<file path="src/sv/srpq_pkg.sv">
`default_nettype none
package srpq_pkg;

    localparam int DEPTH  = 16;
    localparam int PAY_W  = 32;
    localparam int PRI_W  = 16;
    localparam int IDX_W  = $clog2(DEPTH);
    localparam int CNT_W  = $clog2(DEPTH + 1);
    localparam int ADDR_W = 3;
    localparam int DATA_W = 32;

    localparam logic MODE_INSERT = 1'b0;
    localparam logic MODE_REMOVE = 1'b1;

    localparam logic [1:0] STATUS_DONE  = 2'd0;
    localparam logic [1:0] STATUS_FULL  = 2'd1;
    localparam logic [1:0] STATUS_EMPTY = 2'd2;

    localparam logic REG_CAPACITY = 1'b0;

    typedef enum logic [2:0] {
        S_IDLE,
        S_WALK,
        S_PLACE,
        S_POP,
        S_DONE
    } t_state;

    typedef struct packed {
        logic [PAY_W-1:0] payload;
        logic [PRI_W-1:0] pri;
    } t_entry;

    typedef struct packed {
        logic             we;
        logic [IDX_W-1:0] waddr;
        t_entry           wdata;
        logic [IDX_W-1:0] raddr;
    } t_ram_req;

    // Out-of-range capacity values clamp: zero acts as one, above DEPTH acts as DEPTH.
    function automatic logic [CNT_W-1:0] cap_eff(input logic [CNT_W-1:0] raw);
        logic [CNT_W-1:0] res;
        if (raw == '0) begin
            res = CNT_W'(1);
        end else if (raw > CNT_W'(DEPTH)) begin
            res = CNT_W'(DEPTH);
        end else begin
            res = raw;
        end
        return res;
    endfunction

    function automatic logic [IDX_W-1:0] slot_prev(input logic [IDX_W-1:0] idx,
                                                   input logic [CNT_W-1:0] cap);
        logic [CNT_W-1:0] last;
        last = cap - CNT_W'(1);
        return (idx == '0) ? last[IDX_W-1:0] : idx - IDX_W'(1);
    endfunction

    function automatic logic [IDX_W-1:0] slot_next(input logic [IDX_W-1:0] idx,
                                                   input logic [CNT_W-1:0] cap);
        logic [CNT_W-1:0] last;
        last = cap - CNT_W'(1);
        return (idx == last[IDX_W-1:0]) ? '0 : idx + IDX_W'(1);
    endfunction

endpackage
`default_nettype wire

</file>
<file path="src/sv/srpq_ram.sv">
`default_nettype none
module srpq_ram (
    input  wire logic              i_clk,
    input  wire srpq_pkg::t_ram_req i_req,
    output srpq_pkg::t_entry       o_rdata
);

    srpq_pkg::t_entry r_mem [srpq_pkg::DEPTH];
    srpq_pkg::t_entry r_rdata;

    always_ff @(posedge i_clk) begin
        if (i_req.we) begin
            r_mem[i_req.waddr] <= i_req.wdata;
        end
        r_rdata <= r_mem[i_req.raddr];
    end

    assign o_rdata = r_rdata;

endmodule
`default_nettype wire

</file>
<file path="src/sv/srpq_ctrl.sv">
`default_nettype none
module srpq_ctrl (
    input  wire logic                          i_clk,
    input  wire logic                          i_rst_n,
    input  wire logic [srpq_pkg::CNT_W-1:0]    i_cap,
    input  wire logic                          i_flush,
    input  wire logic                          i_in_valid,
    output logic                               o_in_ready,
    input  wire logic                          i_mode,
    input  wire logic [srpq_pkg::PAY_W-1:0]    i_payload,
    input  wire logic signed [srpq_pkg::PRI_W-1:0] i_priority_req,
    output srpq_pkg::t_ram_req                 o_ram_req,
    input  wire srpq_pkg::t_entry              i_ram_rdata,
    output logic                               o_out_valid,
    input  wire logic                          i_out_ready,
    output logic [srpq_pkg::PAY_W-1:0]         o_payload_out,
    output logic signed [srpq_pkg::PRI_W-1:0]  o_priority_out,
    output logic [1:0]                         o_status,
    output logic [srpq_pkg::CNT_W-1:0]         o_count,
    output logic                               o_empty_res,
    output logic                               o_full_res
);

    srpq_pkg::t_state r_state, n_state;

    logic [srpq_pkg::PAY_W-1:0] r_pay, n_pay;
    logic [srpq_pkg::PRI_W-1:0] r_pri, n_pri;
    logic [srpq_pkg::IDX_W-1:0] r_idx, n_idx;
    logic [srpq_pkg::CNT_W-1:0] r_k, n_k;
    logic [srpq_pkg::IDX_W-1:0] r_rd, n_rd;
    logic [srpq_pkg::IDX_W-1:0] r_wr, n_wr;
    logic [srpq_pkg::CNT_W-1:0] r_fill, n_fill;

    logic [srpq_pkg::PAY_W-1:0] r_res_pay, n_res_pay;
    logic [srpq_pkg::PRI_W-1:0] r_res_pri, n_res_pri;
    logic [1:0]                 r_res_status, n_res_status;

    logic                       r_out_valid, n_out_valid;
    logic [srpq_pkg::PAY_W-1:0] r_out_pay, n_out_pay;
    logic [srpq_pkg::PRI_W-1:0] r_out_pri, n_out_pri;
    logic [1:0]                 r_out_status, n_out_status;
    logic [srpq_pkg::CNT_W-1:0] r_out_count, n_out_count;
    logic                       r_out_empty, n_out_empty;
    logic                       r_out_full, n_out_full;

    logic [srpq_pkg::IDX_W-1:0] pv;
    logic [srpq_pkg::CNT_W-1:0] k_inc;
    srpq_pkg::t_entry           new_entry;
    srpq_pkg::t_ram_req         ram_req;

    assign pv        = srpq_pkg::slot_prev(r_idx, i_cap);
    assign k_inc     = r_k + srpq_pkg::CNT_W'(1);
    assign new_entry = '{payload: r_pay, pri: r_pri};

    always_ff @(posedge i_clk) begin
        if (!i_rst_n) begin
            r_state     <= srpq_pkg::S_IDLE;
            r_rd        <= '0;
            r_wr        <= '0;
            r_fill      <= '0;
            r_k         <= '0;
            r_out_valid <= 1'b0;
        end else begin
            r_state     <= n_state;
            r_rd        <= n_rd;
            r_wr        <= n_wr;
            r_fill      <= n_fill;
            r_k         <= n_k;
            r_out_valid <= n_out_valid;
        end
    end

    always_ff @(posedge i_clk) begin
        r_pay        <= n_pay;
        r_pri        <= n_pri;
        r_idx        <= n_idx;
        r_res_pay    <= n_res_pay;
        r_res_pri    <= n_res_pri;
        r_res_status <= n_res_status;
        r_out_pay    <= n_out_pay;
        r_out_pri    <= n_out_pri;
        r_out_status <= n_out_status;
        r_out_count  <= n_out_count;
        r_out_empty  <= n_out_empty;
        r_out_full   <= n_out_full;
    end

    always_comb begin
        n_state      = r_state;
        n_pay        = r_pay;
        n_pri        = r_pri;
        n_idx        = r_idx;
        n_k          = r_k;
        n_rd         = r_rd;
        n_wr         = r_wr;
        n_fill       = r_fill;
        n_res_pay    = r_res_pay;
        n_res_pri    = r_res_pri;
        n_res_status = r_res_status;
        n_out_valid  = r_out_valid & ~i_out_ready;
        n_out_pay    = r_out_pay;
        n_out_pri    = r_out_pri;
        n_out_status = r_out_status;
        n_out_count  = r_out_count;
        n_out_empty  = r_out_empty;
        n_out_full   = r_out_full;

        ram_req.we    = 1'b0;
        ram_req.waddr = r_idx;
        ram_req.wdata = new_entry;
        ram_req.raddr = pv;

        case (r_state)
            srpq_pkg::S_IDLE: begin
                if (i_in_valid) begin
                    n_pay        = i_payload;
                    n_pri        = i_priority_req;
                    n_res_pay    = '0;
                    n_res_pri    = '0;
                    n_res_status = srpq_pkg::STATUS_DONE;
                    if (i_mode == srpq_pkg::MODE_INSERT) begin
                        if (r_fill >= i_cap) begin
                            n_res_status = srpq_pkg::STATUS_FULL;
                            n_state      = srpq_pkg::S_DONE;
                        end else if (r_fill == '0) begin
                            ram_req.we    = 1'b1;
                            ram_req.waddr = r_wr;
                            ram_req.wdata = '{payload: i_payload, pri: i_priority_req};
                            n_wr          = srpq_pkg::slot_next(r_wr, i_cap);
                            n_fill        = r_fill + srpq_pkg::CNT_W'(1);
                            n_state       = srpq_pkg::S_DONE;
                        end else begin
                            ram_req.raddr = srpq_pkg::slot_prev(r_wr, i_cap);
                            n_idx         = r_wr;
                            n_k           = '0;
                            n_state       = srpq_pkg::S_WALK;
                        end
                    end else begin
                        if (r_fill == '0) begin
                            n_res_status = srpq_pkg::STATUS_EMPTY;
                            n_state      = srpq_pkg::S_DONE;
                        end else begin
                            ram_req.raddr = r_rd;
                            n_state       = srpq_pkg::S_POP;
                        end
                    end
                end
            end
            srpq_pkg::S_WALK: begin
                // The entry one slot behind the hole is on the read port this cycle.
                ram_req.we = 1'b1;
                if ($signed(i_ram_rdata.pri) > $signed(r_pri)) begin
                    ram_req.wdata = i_ram_rdata;
                    n_idx         = pv;
                    n_k           = k_inc;
                    if (k_inc < r_fill) begin
                        ram_req.raddr = srpq_pkg::slot_prev(pv, i_cap);
                    end else begin
                        n_state = srpq_pkg::S_PLACE;
                    end
                end else begin
                    n_wr    = srpq_pkg::slot_next(r_wr, i_cap);
                    n_fill  = r_fill + srpq_pkg::CNT_W'(1);
                    n_state = srpq_pkg::S_DONE;
                end
            end
            srpq_pkg::S_PLACE: begin
                ram_req.we = 1'b1;
                n_wr       = srpq_pkg::slot_next(r_wr, i_cap);
                n_fill     = r_fill + srpq_pkg::CNT_W'(1);
                n_state    = srpq_pkg::S_DONE;
            end
            srpq_pkg::S_POP: begin
                n_res_pay = i_ram_rdata.payload;
                n_res_pri = i_ram_rdata.pri;
                n_rd      = srpq_pkg::slot_next(r_rd, i_cap);
                n_fill    = r_fill - srpq_pkg::CNT_W'(1);
                n_state   = srpq_pkg::S_DONE;
            end
            srpq_pkg::S_DONE: begin
                if (!r_out_valid || i_out_ready) begin
                    n_out_valid  = 1'b1;
                    n_out_pay    = r_res_pay;
                    n_out_pri    = r_res_pri;
                    n_out_status = r_res_status;
                    n_out_count  = r_fill;
                    n_out_empty  = (r_fill == '0);
                    n_out_full   = (r_fill == i_cap);
                    n_state      = srpq_pkg::S_IDLE;
                end
            end
            default: begin
                n_state = srpq_pkg::S_IDLE;
            end
        endcase

        // A capacity write empties the ring; user must keep it to idle; not enforced.
        if (i_flush) begin
            n_rd   = '0;
            n_wr   = '0;
            n_fill = '0;
        end
    end

    assign o_ram_req      = ram_req;
    assign o_in_ready     = (r_state == srpq_pkg::S_IDLE);
    assign o_out_valid    = r_out_valid;
    assign o_payload_out  = r_out_pay;
    assign o_priority_out = r_out_pri;
    assign o_status       = r_out_status;
    assign o_count        = r_out_count;
    assign o_empty_res    = r_out_empty;
    assign o_full_res     = r_out_full;

    a_walk_no_collision: assert property (@(posedge i_clk) disable iff (!i_rst_n)
        (r_state == srpq_pkg::S_WALK && n_state == srpq_pkg::S_WALK)
            |-> (ram_req.raddr != ram_req.waddr))
        else $error("walk reads the slot it is writing");

    a_fill_in_range: assert property (@(posedge i_clk) disable iff (!i_rst_n)
        r_fill <= i_cap)
        else $error("fill count exceeds capacity");

    a_walk_bounded: assert property (@(posedge i_clk) disable iff (!i_rst_n)
        (r_state == srpq_pkg::S_WALK) |-> (r_k < r_fill))
        else $error("walk ran past the read slot");

    a_accept_leaves_idle: assert property (@(posedge i_clk) disable iff (!i_rst_n)
        (r_state == srpq_pkg::S_IDLE && i_in_valid) |=> (r_state != srpq_pkg::S_IDLE))
        else $error("accepted word was not started");

endmodule
`default_nettype wire

</file>
<file path="src/sv/sorted_ring_priority_queue_core.sv">
// On acceptance, a rejected word or an insert into an empty ring goes straight to S_DONE,
// a remove reads the head through S_POP, and any other insert that shifts s entries walks
// S_WALK (then S_PLACE if s equals the fill) before S_DONE loads the output register. The
// next word is accepted in the cycle after that load, one item at a time. A worst-case
// insert shifts 15 entries, one per cycle, bound by the single RAM read and write port.
// Synchronous active-low reset empties the ring and sets capacity to 16; RAM is not cleared.
`default_nettype none
module sorted_ring_priority_queue_core (
    input  wire logic                              i_clk,
    input  wire logic                              i_rst_n,
    input  wire logic                              psel,
    input  wire logic                              penable,
    input  wire logic                              pwrite,
    input  wire logic [srpq_pkg::ADDR_W-1:0]       paddr,
    input  wire logic [srpq_pkg::DATA_W-1:0]       pwdata,
    output logic [srpq_pkg::DATA_W-1:0]            prdata,
    output logic                                   pready,
    input  wire logic                              i_in_valid,
    output logic                                   o_in_ready,
    input  wire logic                              i_mode,
    input  wire logic [srpq_pkg::PAY_W-1:0]        i_payload,
    input  wire logic signed [srpq_pkg::PRI_W-1:0] i_priority_req,
    output logic                                   o_out_valid,
    input  wire logic                              i_out_ready,
    output logic [srpq_pkg::PAY_W-1:0]             o_payload_out,
    output logic signed [srpq_pkg::PRI_W-1:0]      o_priority_out,
    output logic [1:0]                             o_status,
    output logic [srpq_pkg::CNT_W-1:0]             o_count,
    output logic                                   o_empty_res,
    output logic                                   o_full_res
);

    logic [srpq_pkg::CNT_W-1:0] r_cap, n_cap;
    logic [srpq_pkg::CNT_W-1:0] r_cap_eff, n_cap_eff;
    logic                       cap_wr;
    srpq_pkg::t_ram_req         ram_req;
    srpq_pkg::t_entry           ram_rdata;

    assign cap_wr = psel & penable & pwrite & (paddr[2] == srpq_pkg::REG_CAPACITY);

    always_comb begin
        n_cap     = r_cap;
        n_cap_eff = r_cap_eff;
        if (cap_wr) begin
            n_cap     = pwdata[srpq_pkg::CNT_W-1:0];
            n_cap_eff = srpq_pkg::cap_eff(pwdata[srpq_pkg::CNT_W-1:0]);
        end
    end

    always_ff @(posedge i_clk) begin
        if (!i_rst_n) begin
            r_cap     <= srpq_pkg::CNT_W'(srpq_pkg::DEPTH);
            r_cap_eff <= srpq_pkg::CNT_W'(srpq_pkg::DEPTH);
        end else begin
            r_cap     <= n_cap;
            r_cap_eff <= n_cap_eff;
        end
    end

    assign prdata = (paddr[2] == srpq_pkg::REG_CAPACITY) ?
                    srpq_pkg::DATA_W'(r_cap) : '0;
    assign pready = 1'b1;

    srpq_ctrl u_ctrl (
        .i_clk          (i_clk),
        .i_rst_n        (i_rst_n),
        .i_cap          (r_cap_eff),
        .i_flush        (cap_wr),
        .i_in_valid     (i_in_valid),
        .o_in_ready     (o_in_ready),
        .i_mode         (i_mode),
        .i_payload      (i_payload),
        .i_priority_req (i_priority_req),
        .o_ram_req      (ram_req),
        .i_ram_rdata    (ram_rdata),
        .o_out_valid    (o_out_valid),
        .i_out_ready    (i_out_ready),
        .o_payload_out  (o_payload_out),
        .o_priority_out (o_priority_out),
        .o_status       (o_status),
        .o_count        (o_count),
        .o_empty_res    (o_empty_res),
        .o_full_res     (o_full_res)
    );

    srpq_ram u_ram (
        .i_clk   (i_clk),
        .i_req   (ram_req),
        .o_rdata (ram_rdata)
    );

endmodule
`default_nettype wire
</file>
<file path="config.mk">
export PLATFORM = sky130hd
export DESIGN_NAME = sorted_ring_priority_queue_core
export DESIGN_NICKNAME = d
export VERILOG_FILES = /design/src/sv/srpq_pkg.sv /design/src/sv/srpq_ram.sv /design/src/sv/srpq_ctrl.sv /design/src/sv/sorted_ring_priority_queue_core.sv
export SDC_FILE = /design/constraint.sdc
export NUM_CORES = 1
export LEC_CHECK = 0
export BUFFER_PORTS_ARGS = -buffer_cell sky130_fd_sc_hd__buf_2
export CORE_UTILIZATION = 50
export CTS_CLUSTER_DIAMETER = 60
export DETAILED_ROUTE_END_ITERATION = 12
export PLACE_DENSITY_LB_ADDON = 0.2
export SETUP_SLACK_MARGIN = 0.5
export SLEW_MARGIN = 30
export SYNTH_ARGS = -nofsm -noshare
export SYNTH_HDL_FRONTEND = slang
export SYNTH_SLANG_ARGS = --single-unit
</file>
<file path="constraint.sdc">
create_clock -name i_clk -period 5.15 [get_ports i_clk]
set_input_delay 0 -clock i_clk [delete_from_list [all_inputs] [get_ports i_clk]]
set_output_delay 0 -clock i_clk [all_outputs]
set_load 0.02 [all_outputs]
</file>
Yosys cells after proc, flatten, opt, wreduce, memory -nomap -nowiden
Memory sizes are Yosys's and may differ from the RTL's. A register that Yosys moved wholly into a read port is not among the register bits. Cells that the tools add are included.

$add $sub $neg: 9. $lt $le $gt $ge: 4. Eq/ne operators: 16. Mux-type cells: 64. Bitwise gates (word level): 7. Reduce and logical (&&, ||, !) cells: 22.

Operator list (number): 2-to-1 mux 57 bit (2); 2-to-1 mux 53 bit (2); case mux 52 bit (2 select lines) (1); 2-to-1 mux 4 bit (20); 2-to-1 mux 5 bit (13); case mux 32 bit (2 select lines) (1); 2-to-1 mux 52 bit (1); 2-to-1 mux 32 bit (1); case mux 16 bit (2 select lines) (1); 2-to-1 mux 3 bit (8); case mux 5 bit (4 select lines) (1); AND reduction 6 bit (3); greater-than comparator 16 bit (1); 2-to-1 mux 16 bit (1); subtractor 4 x 1 -> 4 bit, second input constant (4); zero test 4 bit (3); case mux 3 bit (4 select lines) (1); case mux 4 bit (3 select lines) (1); adder 5 x 1 -> 5 bit, second input constant (2); zero test 5 bit (2); != test 2 bit, second input constant (5); case mux 5 bit (2 select lines) (1); adder 4 x 1 -> 4 bit, second input constant (2); equality test 4 bit (2); other kinds (25) (43).

Bits in registers: 191. Bits in writable memories: 768. Input bits: 91. Output and inout bits: 92. Logic and storage cells: 143. Memories: 1.

Memory list: u_ram.r_mem (words 16, width 48, rd ports 1, clocked after Yosys merged registers in 1, write ports 1, line srpq_ram.sv:8) `srpq_pkg::t_entry r_mem [srpq_pkg::DEPTH];`.

Depth between registers and ports, before layout
Gate-level depths: netlist (run 1).

Depth in word-level cells: 9. Mapped depth: 19. Gate-level depth less buffers: 14.

Cells and area by module
A second synthesis (run 1) with hierarchy kept.

Cells, all modules: 2054. Area total of the unflattened synthesis: 38941.1 sq um.

By module, submodules not included: srpq_ram (times used 1, cells an instance 1242, area each 29691.0 sq um, seq. area each 24023.0 sq um); srpq_ctrl (times used 1, cells an instance 734, area each 8607.0 sq um, seq. area each 5215.0 sq um); sorted_ring_priority_queue_core (times used 1, cells an instance 78, area each 643.1 sq um, seq. area each 200.2 sq um).

Worst setup path before layout (run 1)
No wires, ideal clock.

Path kind: register to register. From: reg u_ctrl.r_fill[0] in the netlist's numbering. To: mem u_ram.r_mem[7][0] in the netlist's numbering, enable pin. Library setup time: 0.454 ns. Arrival: 4.303 ns. Required time: 4.696 ns. Path slack: 0.393 ns. Cell stages (with the launch flop): 12. Path buffers: 2. Clock period less this slack: 4.757 ns. Cells stage by stage: dfxtp_1 -> inv_1 -> ha_1 -> nand2b_1 -> a211oi_1 -> o31ai_1 -> nor2_1 -> and4_1 -> clkbuf_1 -> clkbuf_1 -> a32oi_1 -> nor2_1.

Cells in the longest elaborated chain, start to end: 8. Elaborated cells on any way between the ends: 10. Those cells by class: 1 x order compare; 8 x mux; 1 x reduce/logical.

RTL lines: start: declaration (line srpq_ctrl.sv:32) `logic [srpq_pkg::CNT_W-1:0] r_fill, n_fill;`; start signal: assignment (line srpq_ctrl.sv:67) `r_fill <= n_fill;`; parallel branches: the longest is 2 deep, another holds >= comparator 5 bit; 2-to-1 mux 57 bit * (line srpq_ctrl.sv:122) `if (r_fill >= i_cap) begin`; 2-to-1 mux 53 bit * (line srpq_ctrl.sv:121) `if (i_mode == srpq_pkg::MODE_INSERT) begin`; 2-to-1 mux 57 bit * (line srpq_ctrl.sv:115) `if (i_in_valid) begin`; case mux 1 bit (2 select lines) (line srpq_ctrl.sv:113) `case (r_state)`; 2-to-1 mux 1 bit (line srpq_ram.sv:12) `if (i_req.we) begin`; 2-to-1 mux 1 bit (implied by the code) (line srpq_ram.sv:13) `r_mem[i_req.waddr] <= i_req.wdata;`; end: declaration (line srpq_ram.sv:8).

Mark *: on every way between the ends.

Worst setup path in the final report (run 1)
From: reg u_ctrl.r_k[0] in the netlist's numbering. To: reg, netlist name u_ram.o_rdata[15].

Cells in the longest elaborated chain, start to end: 5.

RTL lines: start: declaration (line srpq_ctrl.sv:29) `logic [srpq_pkg::CNT_W-1:0] r_k, n_k;`; start signal: assignment (line srpq_ctrl.sv:68) `r_k <= n_k;`; adder 5 x 1 -> 5 bit (line srpq_ctrl.sv:52) `assign k_inc = r_k + srpq_pkg::CNT_W'(1);`; less-than comparator 5 bit (line srpq_ctrl.sv:156) `if (k_inc < r_fill) begin`; 2-to-1 mux 4 bit (line srpq_ctrl.sv:156); 2-to-1 mux 52 bit (line srpq_ctrl.sv:152) `if ($signed(i_ram_rdata.pri) > $signed(r_pri)) begin`; case mux 52 bit (2 select lines) (line srpq_ctrl.sv:113).

Every way passes these cells. A chain may end at the register's enable or synchronous reset.

==> results.toml, run 1 <==
[route]
dr.pass1.iters = 6
route.detailed.drc = 0
num_vias = 22583
final_ant_viol_nets = 0
totalWireLength_mm = 96.3
post_drt_wl_per_cell_um = 25.5
number_of_drc_markers_in_iteration_0 = 2259
average_via_count_per_standard_cell = 5.99

[clock_network]
numClockSinks = 1007
clkTransAtPathRegs_ps = 60
maximum_buffer_depth_of_the_clock_tree = 3
clock_latency_ps = 650
htree_levels = 3
ctsRootBufferMaster = "sky130_fd_sc_hd__clkbuf_16"
cts_inserted_buffers = 99
tritoncts = "yes"

[final_layout]
final_common_cell = "sky130_fd_sc_hd__edfxtp_1"
flow.area_growth_from_synthesis_pct = 16.3
finished_core_util_pct = 59.1
layout.area.seq_um2 = 29400
mostFrequentLayoutCells = "sky130_fd_sc_hd__edfxtp_1, sky130_fd_sc_hd__nand2_1, sky130_fd_sc_hd__buf_2, sky130_fd_sc_hd__clkbuf_16, sky130_fd_sc_hd__a211oi_1"
multi_input_area_um2 = 9430
final_design_area_no_fill_um2 = 46000
finish.net_count = 2771
fill_cells = 5771
post_route_cells_drive_above_1_share_pct = 18.4

[global_routing]
track_usage_pct = 23.8
grt_max_degree = 98
global_route.overflow_total = 0
grt_pass1_wl_mm = 142
antenna_found_initial = 2
first_global_vias = 22676

[worst_setup_path]
cp_common_cell = "sky130_fd_sc_hd__buf_12"
critPathRequiredTime_ps = 5630
arrival_ps = 4920
worst_path_dominant_cell_family = "simple AND/OR/NAND/NOR gates"
worst_setup_path_start_kind = "flip-flop"
critPathKind = "reg2reg"
cp_cell_sequence = "ha_2 > nand3_1 > xnor2_2 > ha_1 > and2_1 > a2111o_1 > or4_4 > nand2_2 > a21oi_1 > o21ai_4 > buf_12 > buf_12 > buf_4 > mux4_2 > a22o_1 > or3_1"
minimum_setup_slack_among_reg_to_reg_paths_ps = 710
cp_num_cells = 16
r2r_start = "u_ctrl.r_k[0]"
bufs_and_invs_on_worst_path = 3
cp_slowest_cell = "sky130_fd_sc_hd__mux4_2"
critPathMaxFanout = 10
worstRegToRegCells = 16
slowest_delay_ps = 510
timing.rr.end = "u_ram.o_rdata[15]"
end_kind = "flip-flop"

[power]
cellLeakagePower_nw = 15.9
power_switching_mw = 9.17
power.share.combinational_pct = 33.6
sw_frac_of_total_pct = 33.2
vdd.ir_drop.worst_uv = 553
power-per-cell-area_nw_per_um2 = 599
internal_power_mw = 18.4
seq_power_share_pct = 40.7
p_clk_share_pct = 25.7

[floorplanning]
initial_utilization_pct = 50.8
coreArea_um2 = 77800
io-pin-count = 183
die_area_um2 = 80300
fp.dieW_um = 283
num_rows = 102
floorplan.die.height_um = 283

[logic_synthesis]
post-synth-top-area-cell = "sky130_fd_sc_hd__edfxtp_1"
synth_seq_area_share_pct = 74.4
async_reset_ff_share_pct = 0
synth_seq_cells = 1007
post_synth_main_area_contributors = "sky130_fd_sc_hd__edfxtp_1, sky130_fd_sc_hd__mux4_2, sky130_fd_sc_hd__dfxtp_1, sky130_fd_sc_hd__nand2_1, sky130_fd_sc_hd__a311oi_1"
ys_types = 68
synth_top_cell_area_share_pct = 70.4
synthesis.area_per_instance_um2 = 16.3
synth_edf_count = 927
synth-main-ff-cell = "sky130_fd_sc_hd__edfxtp_1"
netlist_area_pre_place_um2 = 39600
yosys_warnings = 0
syn-instance-count = 2428

[sta]
skew_ps = 26.8
finalCritPeriodShare_pct = 86.2
finalSetupViolCount = 0
rsz0062_at_grt = "no"
fin_hold_ws_ps = 74.5
tightestPinTransition_ps = 1030
finalMaxSlewViolations = 0
max_freq_mhz = 225
post-route-min-period_ps = 4440
setup-tns-final_ps = 0
finalHoldViolations = 0
slew-limit-headroom_pct = 31.3

[min_path]
depth_of_the_worst_hold_timing_path = 2
hold_path.startpoint = "i_payload[27]"
hp-class = "in2reg"
worst_hold_path.endpoint = "u_ctrl.r_pay[27]"

[place]
place.port_buffers = 125
globalplace.congestion = 0.856
placedInstanceArea_um2 = 42000
post-dp-hpwl_mm = 50.1

[flow_run]
max_cap_viol_count = 0

[run_status]
run_status = "complete, no violations"
-- cell families after synthesis --
| kind of cell | Yosys count | synth area share [%] |
|---|---|---|
| flops | 1007 | 74.4 |
| buf+inv | 224 | 2.63 |
| mux | 109 | 5.80 |
| xor+xnor | 26 | 0.576 |
| other cells | 2 | 0.0190 |
| fa+ha+maj | 36 | 1.16 |
| compound gates | 395 | 7.74 |
| simple gates | 629 | 7.67 |
-- power by group through the flow --
stage               Combinational [mW]  Clock (mW)  Sequential [mW]
floorplan                         5.90           0             11.4
global placement                  8.77           0             11.3
detailed placement                8.99           0             11.4
CTS                               9.05        7.19             11.2
global route                      10.0        7.52             11.3
finish                            9.27        7.10             11.2
-- through the flow --
stage          worst slack (ps)  total power, mW  instances
2_1_floorplan               393             17.3       2454
3_3_place_gp                639             20.1       3511
3_5_place_dp                606             20.4       3511
4_1_cts                     587             27.5       3760
5_1_grt                     505             28.8       3770
6_report                    708             27.6       3771
-- layer usage --
layer	up-vias	track usage [%]	share of wire, %	wire length (µm)
li1	9927	-	-	-
met1	11644	33.1	42	40300
met2	874	38.8	48	46100
met3	138	4.20	7.9	7640
met4	0	6.74	2.4	2290
met5	-	0	0	0
-- area by class of cell --
cell class                      count  share of cell area, %
Sequential cell                  1007                   64.0
Clock buffer                      141                   6.08
Inverter                           43                  0.351
Clock inverter                     46                  0.921
Multi-Input combinational cell   1223                   20.5
Antenna cell                        1                0.00544
Timing Repair Buffer              270                   5.38
Tap cell                         1040                   2.83
-- registers in the layout, summed over array words and instances (netlist names) --
signal and cells:
u_ctrl.o_payload_out 32, u_ctrl.o_empty_res 1, u_ctrl.r_res_status 2, u_ram.r_mem 768
u_ctrl.r_fill 5, r_cap 5, u_ram.o_rdata 48, u_ctrl.r_k 5
u_ctrl.r_res_pay 32, r_cap_eff 5, u_ctrl.r_res_pri 16, u_ctrl.r_state 3
u_ctrl.o_count 5, u_ctrl.o_out_valid 1, u_ctrl.r_rd 4, u_ctrl.r_pri 16
u_ctrl.o_status 2, u_ctrl.o_full_res 1, u_ctrl.r_pay 32, u_ctrl.r_idx 4
u_ctrl.r_wr 4, u_ctrl.o_priority_out 16
-- Yosys cell counts (4+ instances only) --
master                       n
sky130_fd_sc_hd__nand3_1    10
sky130_fd_sc_hd__edfxtp_1  927
sky130_fd_sc_hd__nor2b_1    21
sky130_fd_sc_hd__a22o_1     48
sky130_fd_sc_hd__o21ai_0    17
sky130_fd_sc_hd__o211ai_1    4
sky130_fd_sc_hd__a31oi_1     6
sky130_fd_sc_hd__mux4_2     96
sky130_fd_sc_hd__nand2b_1    5
sky130_fd_sc_hd__and2_1     55
sky130_fd_sc_hd__nor3_1     10
sky130_fd_sc_hd__buf_4      33
sky130_fd_sc_hd__or3_1      47
sky130_fd_sc_hd__xnor2_1    20
sky130_fd_sc_hd__inv_1      42
sky130_fd_sc_hd__clkbuf_1  103
sky130_fd_sc_hd__nand4_1     8
sky130_fd_sc_hd__buf_2      40
sky130_fd_sc_hd__xor2_1      6
sky130_fd_sc_hd__a32oi_1     4
sky130_fd_sc_hd__a21o_1      8
sky130_fd_sc_hd__and3_1     98
sky130_fd_sc_hd__dfxtp_1    80
sky130_fd_sc_hd__nor3b_1     4
sky130_fd_sc_hd__nor2_1     52
sky130_fd_sc_hd__mux2i_1    10
sky130_fd_sc_hd__nand2_1   307
sky130_fd_sc_hd__a211oi_1  100
sky130_fd_sc_hd__a22oi_1    53
sky130_fd_sc_hd__ha_1       35
sky130_fd_sc_hd__a311oi_1   95
sky130_fd_sc_hd__a21oi_1    29
-- how the worst max path moves through the flow --
| stage | from | to | slack [ps] |
|---|---|---|---|
| 2_1_floorplan | u_ctrl.r_fill[0] | u_ram.r_mem[7][0] | 390 |
| 3_3_place_gp | u_ctrl.r_fill[0] | u_ram.o_rdata[35] | 640 |
| 3_5_place_dp | u_ctrl.r_k[0] | u_ram.o_rdata[15] | 610 |
| 4_1_cts | u_ctrl.r_fill[0] | u_ram.o_rdata[35] | 590 |
| 5_1_grt | u_ctrl.r_idx[1] | u_ram.o_rdata[15] | 510 |
| 6_report | u_ctrl.r_k[0] | u_ram.o_rdata[15] | 710 |
-- repair_timing --
action | in CTS | in global routing
setup endpoints to repair | 0 | 48
resized for setup | 0 | 11
setup buffers | 0 | 7
hold endpoints to repair | 76 | 0
hold buffers | 62 | 0
No activity file was read; power rests on OpenSTA's default activity.
==> run 2: changes to the inputs <==
Settings changed: RECOVER_POWER set to 25.
==> results.toml, run 2 (synthesized netlist as in run 1, its figures left out) <==
[power]
p_clk_share_pct = 25.8
sw_frac_of_total_pct = 33.4
power.share.combinational_pct = 33.4
power_switching_mw = 9.19
seq_power_share_pct = 40.8
internal_power_mw = 18.4
power-per-cell-area_nw_per_um2 = 601
vdd.ir_drop.worst_uv = 559
cellLeakagePower_nw = 15.6

[global_routing]
track_usage_pct = 23.8
grt_max_degree = 98
global_route.overflow_total = 0
grt_pass1_wl_mm = 142
first_global_vias = 22676
antenna_found_initial = 2

[route]
route.detailed.drc = 0
number_of_drc_markers_in_iteration_0 = 2235
post_drt_wl_per_cell_um = 25.6
num_vias = 22631
average_via_count_per_standard_cell = 6.00
totalWireLength_mm = 96.7
dr.pass1.iters = 5
final_ant_viol_nets = 0

[place]
globalplace.congestion = 0.856
place.port_buffers = 125
post-dp-hpwl_mm = 50.1

[worst_setup_path]
arrival_ps = 4990
critPathMaxFanout = 36
slowest_delay_ps = 980
critPathKind = "reg2reg"
end_kind = "flip-flop"
cp_cell_sequence = "inv_1 > ha_1 > nand2b_1 > a211oi_1 > o31ai_1 > nor2_1 > and4_2 > a32oi_1 > nor2_4 > buf_12"
critPathRequiredTime_ps = 5480
cp_slowest_cell = "sky130_fd_sc_hd__and4_2"
bufs_and_invs_on_worst_path = 2
cp_num_cells = 10
worst_setup_path_start_kind = "flip-flop"
worst_path_dominant_cell_family = "simple AND/OR/NAND/NOR gates"
worstRegToRegCells = 10

[sta]
slew-limit-headroom_pct = -84.8
post-route-min-period_ps = 4650
finalHoldViolations = 0
finalMaxSlewViolations = 185
setup-tns-final_ps = 0
skew_ps = 27.5
max_freq_mhz = 215
finalSetupViolCount = 0
tightestPinTransition_ps = 2770
finalCritPeriodShare_pct = 90.4
rsz0062_at_grt = "no"

[final_layout]
largest_register = "u_ram.r_mem"
largest_reg_flops = 768
finish.net_count = 2771
flow.area_growth_from_synthesis_pct = 15.8
finished_core_util_pct = 58.9
post_route_cells_drive_above_1_share_pct = 14.0
final_common_cell = "sky130_fd_sc_hd__edfxtp_1"
mostFrequentLayoutCells = "sky130_fd_sc_hd__edfxtp_1, sky130_fd_sc_hd__nand2_1, sky130_fd_sc_hd__clkbuf_1, sky130_fd_sc_hd__clkbuf_16, sky130_fd_sc_hd__a211oi_1"

[floorplanning]
floorplan.die.height_um = 283
io-pin-count = 183
num_rows = 102
initial_utilization_pct = 50.8
die_area_um2 = 80300
coreArea_um2 = 77800
fp.dieW_um = 283

[clock_network]
clkTransAtPathRegs_ps = 60
numClockSinks = 1007
clock_latency_ps = 650
cts_inserted_buffers = 99
htree_levels = 3
maximum_buffer_depth_of_the_clock_tree = 3
tritoncts = "yes"
ctsRootBufferMaster = "sky130_fd_sc_hd__clkbuf_16"

[run_status]
run_status = "finished, violations left"
failed_checks = "capacitance limit, slew limit"

[flow_run]
max_cap_viol_count = 5

[min_path]
depth_of_the_worst_hold_timing_path = 2
hp-class = "in2reg"
-- run 2: cell count changes in the layout (fill, tap and decap cells not counted), sizes merged --
cell | previous run | this run
clkbuf | 143 | 255
buf | 206 | 94
-- run 2: power groups by stage --
stage                     registers, mW  logic, mW  clock network, mW
after floorplan                    11.4       5.90                  0
after global placement             11.3       8.77                  0
after detailed placement           11.4       8.99                  0
after CTS                          11.2       9.05               7.19
after global routing               11.3       9.93               7.52
final                              11.2       9.20               7.10
-- run 2: repair_timing --
action,CTS,global route
setup endpoints to repair,0,48
hold buffers,62,0
gates resized for setup,0,11
setup buffers,0,7
hold endpoints to repair,76,0
-- run 2: area by class of cell --
class	count	area, µm²
Inverter	43	161
Fill cell	5826	32000
Sequential cell	1007	29400
Tap cell	1040	1300
Multi-Input combinational cell	1223	9400
Clock buffer	141	2800
Timing Repair Buffer	270	2300
Antenna cell	1	2.50
Clock inverter	46	424
-- run 2: path summary, 6_finish.rpt --
kind | slack (ps) | end | startpoint
worst max-delay path | 500 | u_ram.r_mem[3][32] | u_ctrl.r_fill[0]
worst min-delay path | 70 | u_ctrl.r_pay[27] | i_payload[27]
worst max register to register | 500 | u_ram.r_mem[3][32] | u_ctrl.r_fill[0]
worst min register to register | 410 | u_ctrl.o_payload_out[16] | u_ctrl.r_res_pay[16]
-- run 2: per-stage QoR --
stage	std cells	total power, mW	hold WS [ps]	instance area [µm²]	worst slack, ps
2_1_floorplan	2454	17.3	78.1	39700	393
3_3_place_gp	3511	20.1	195	42000	639
3_5_place_dp	3511	20.4	195	42000	606
4_1_cts	3760	27.5	42.1	45800	587
5_1_grt	3770	28.8	57.3	45800	282
6_report	3771	27.6	71.1	45800	495
-- run 2: routing by layer --
metal	up-vias	global-route usage (%)	wire length [µm]
met4	0	6.74	2230
met5	-	0	0
met3	140	4.20	7910
met2	959	38.8	46400
li1	9934	-	-
met1	11598	33.1	40100
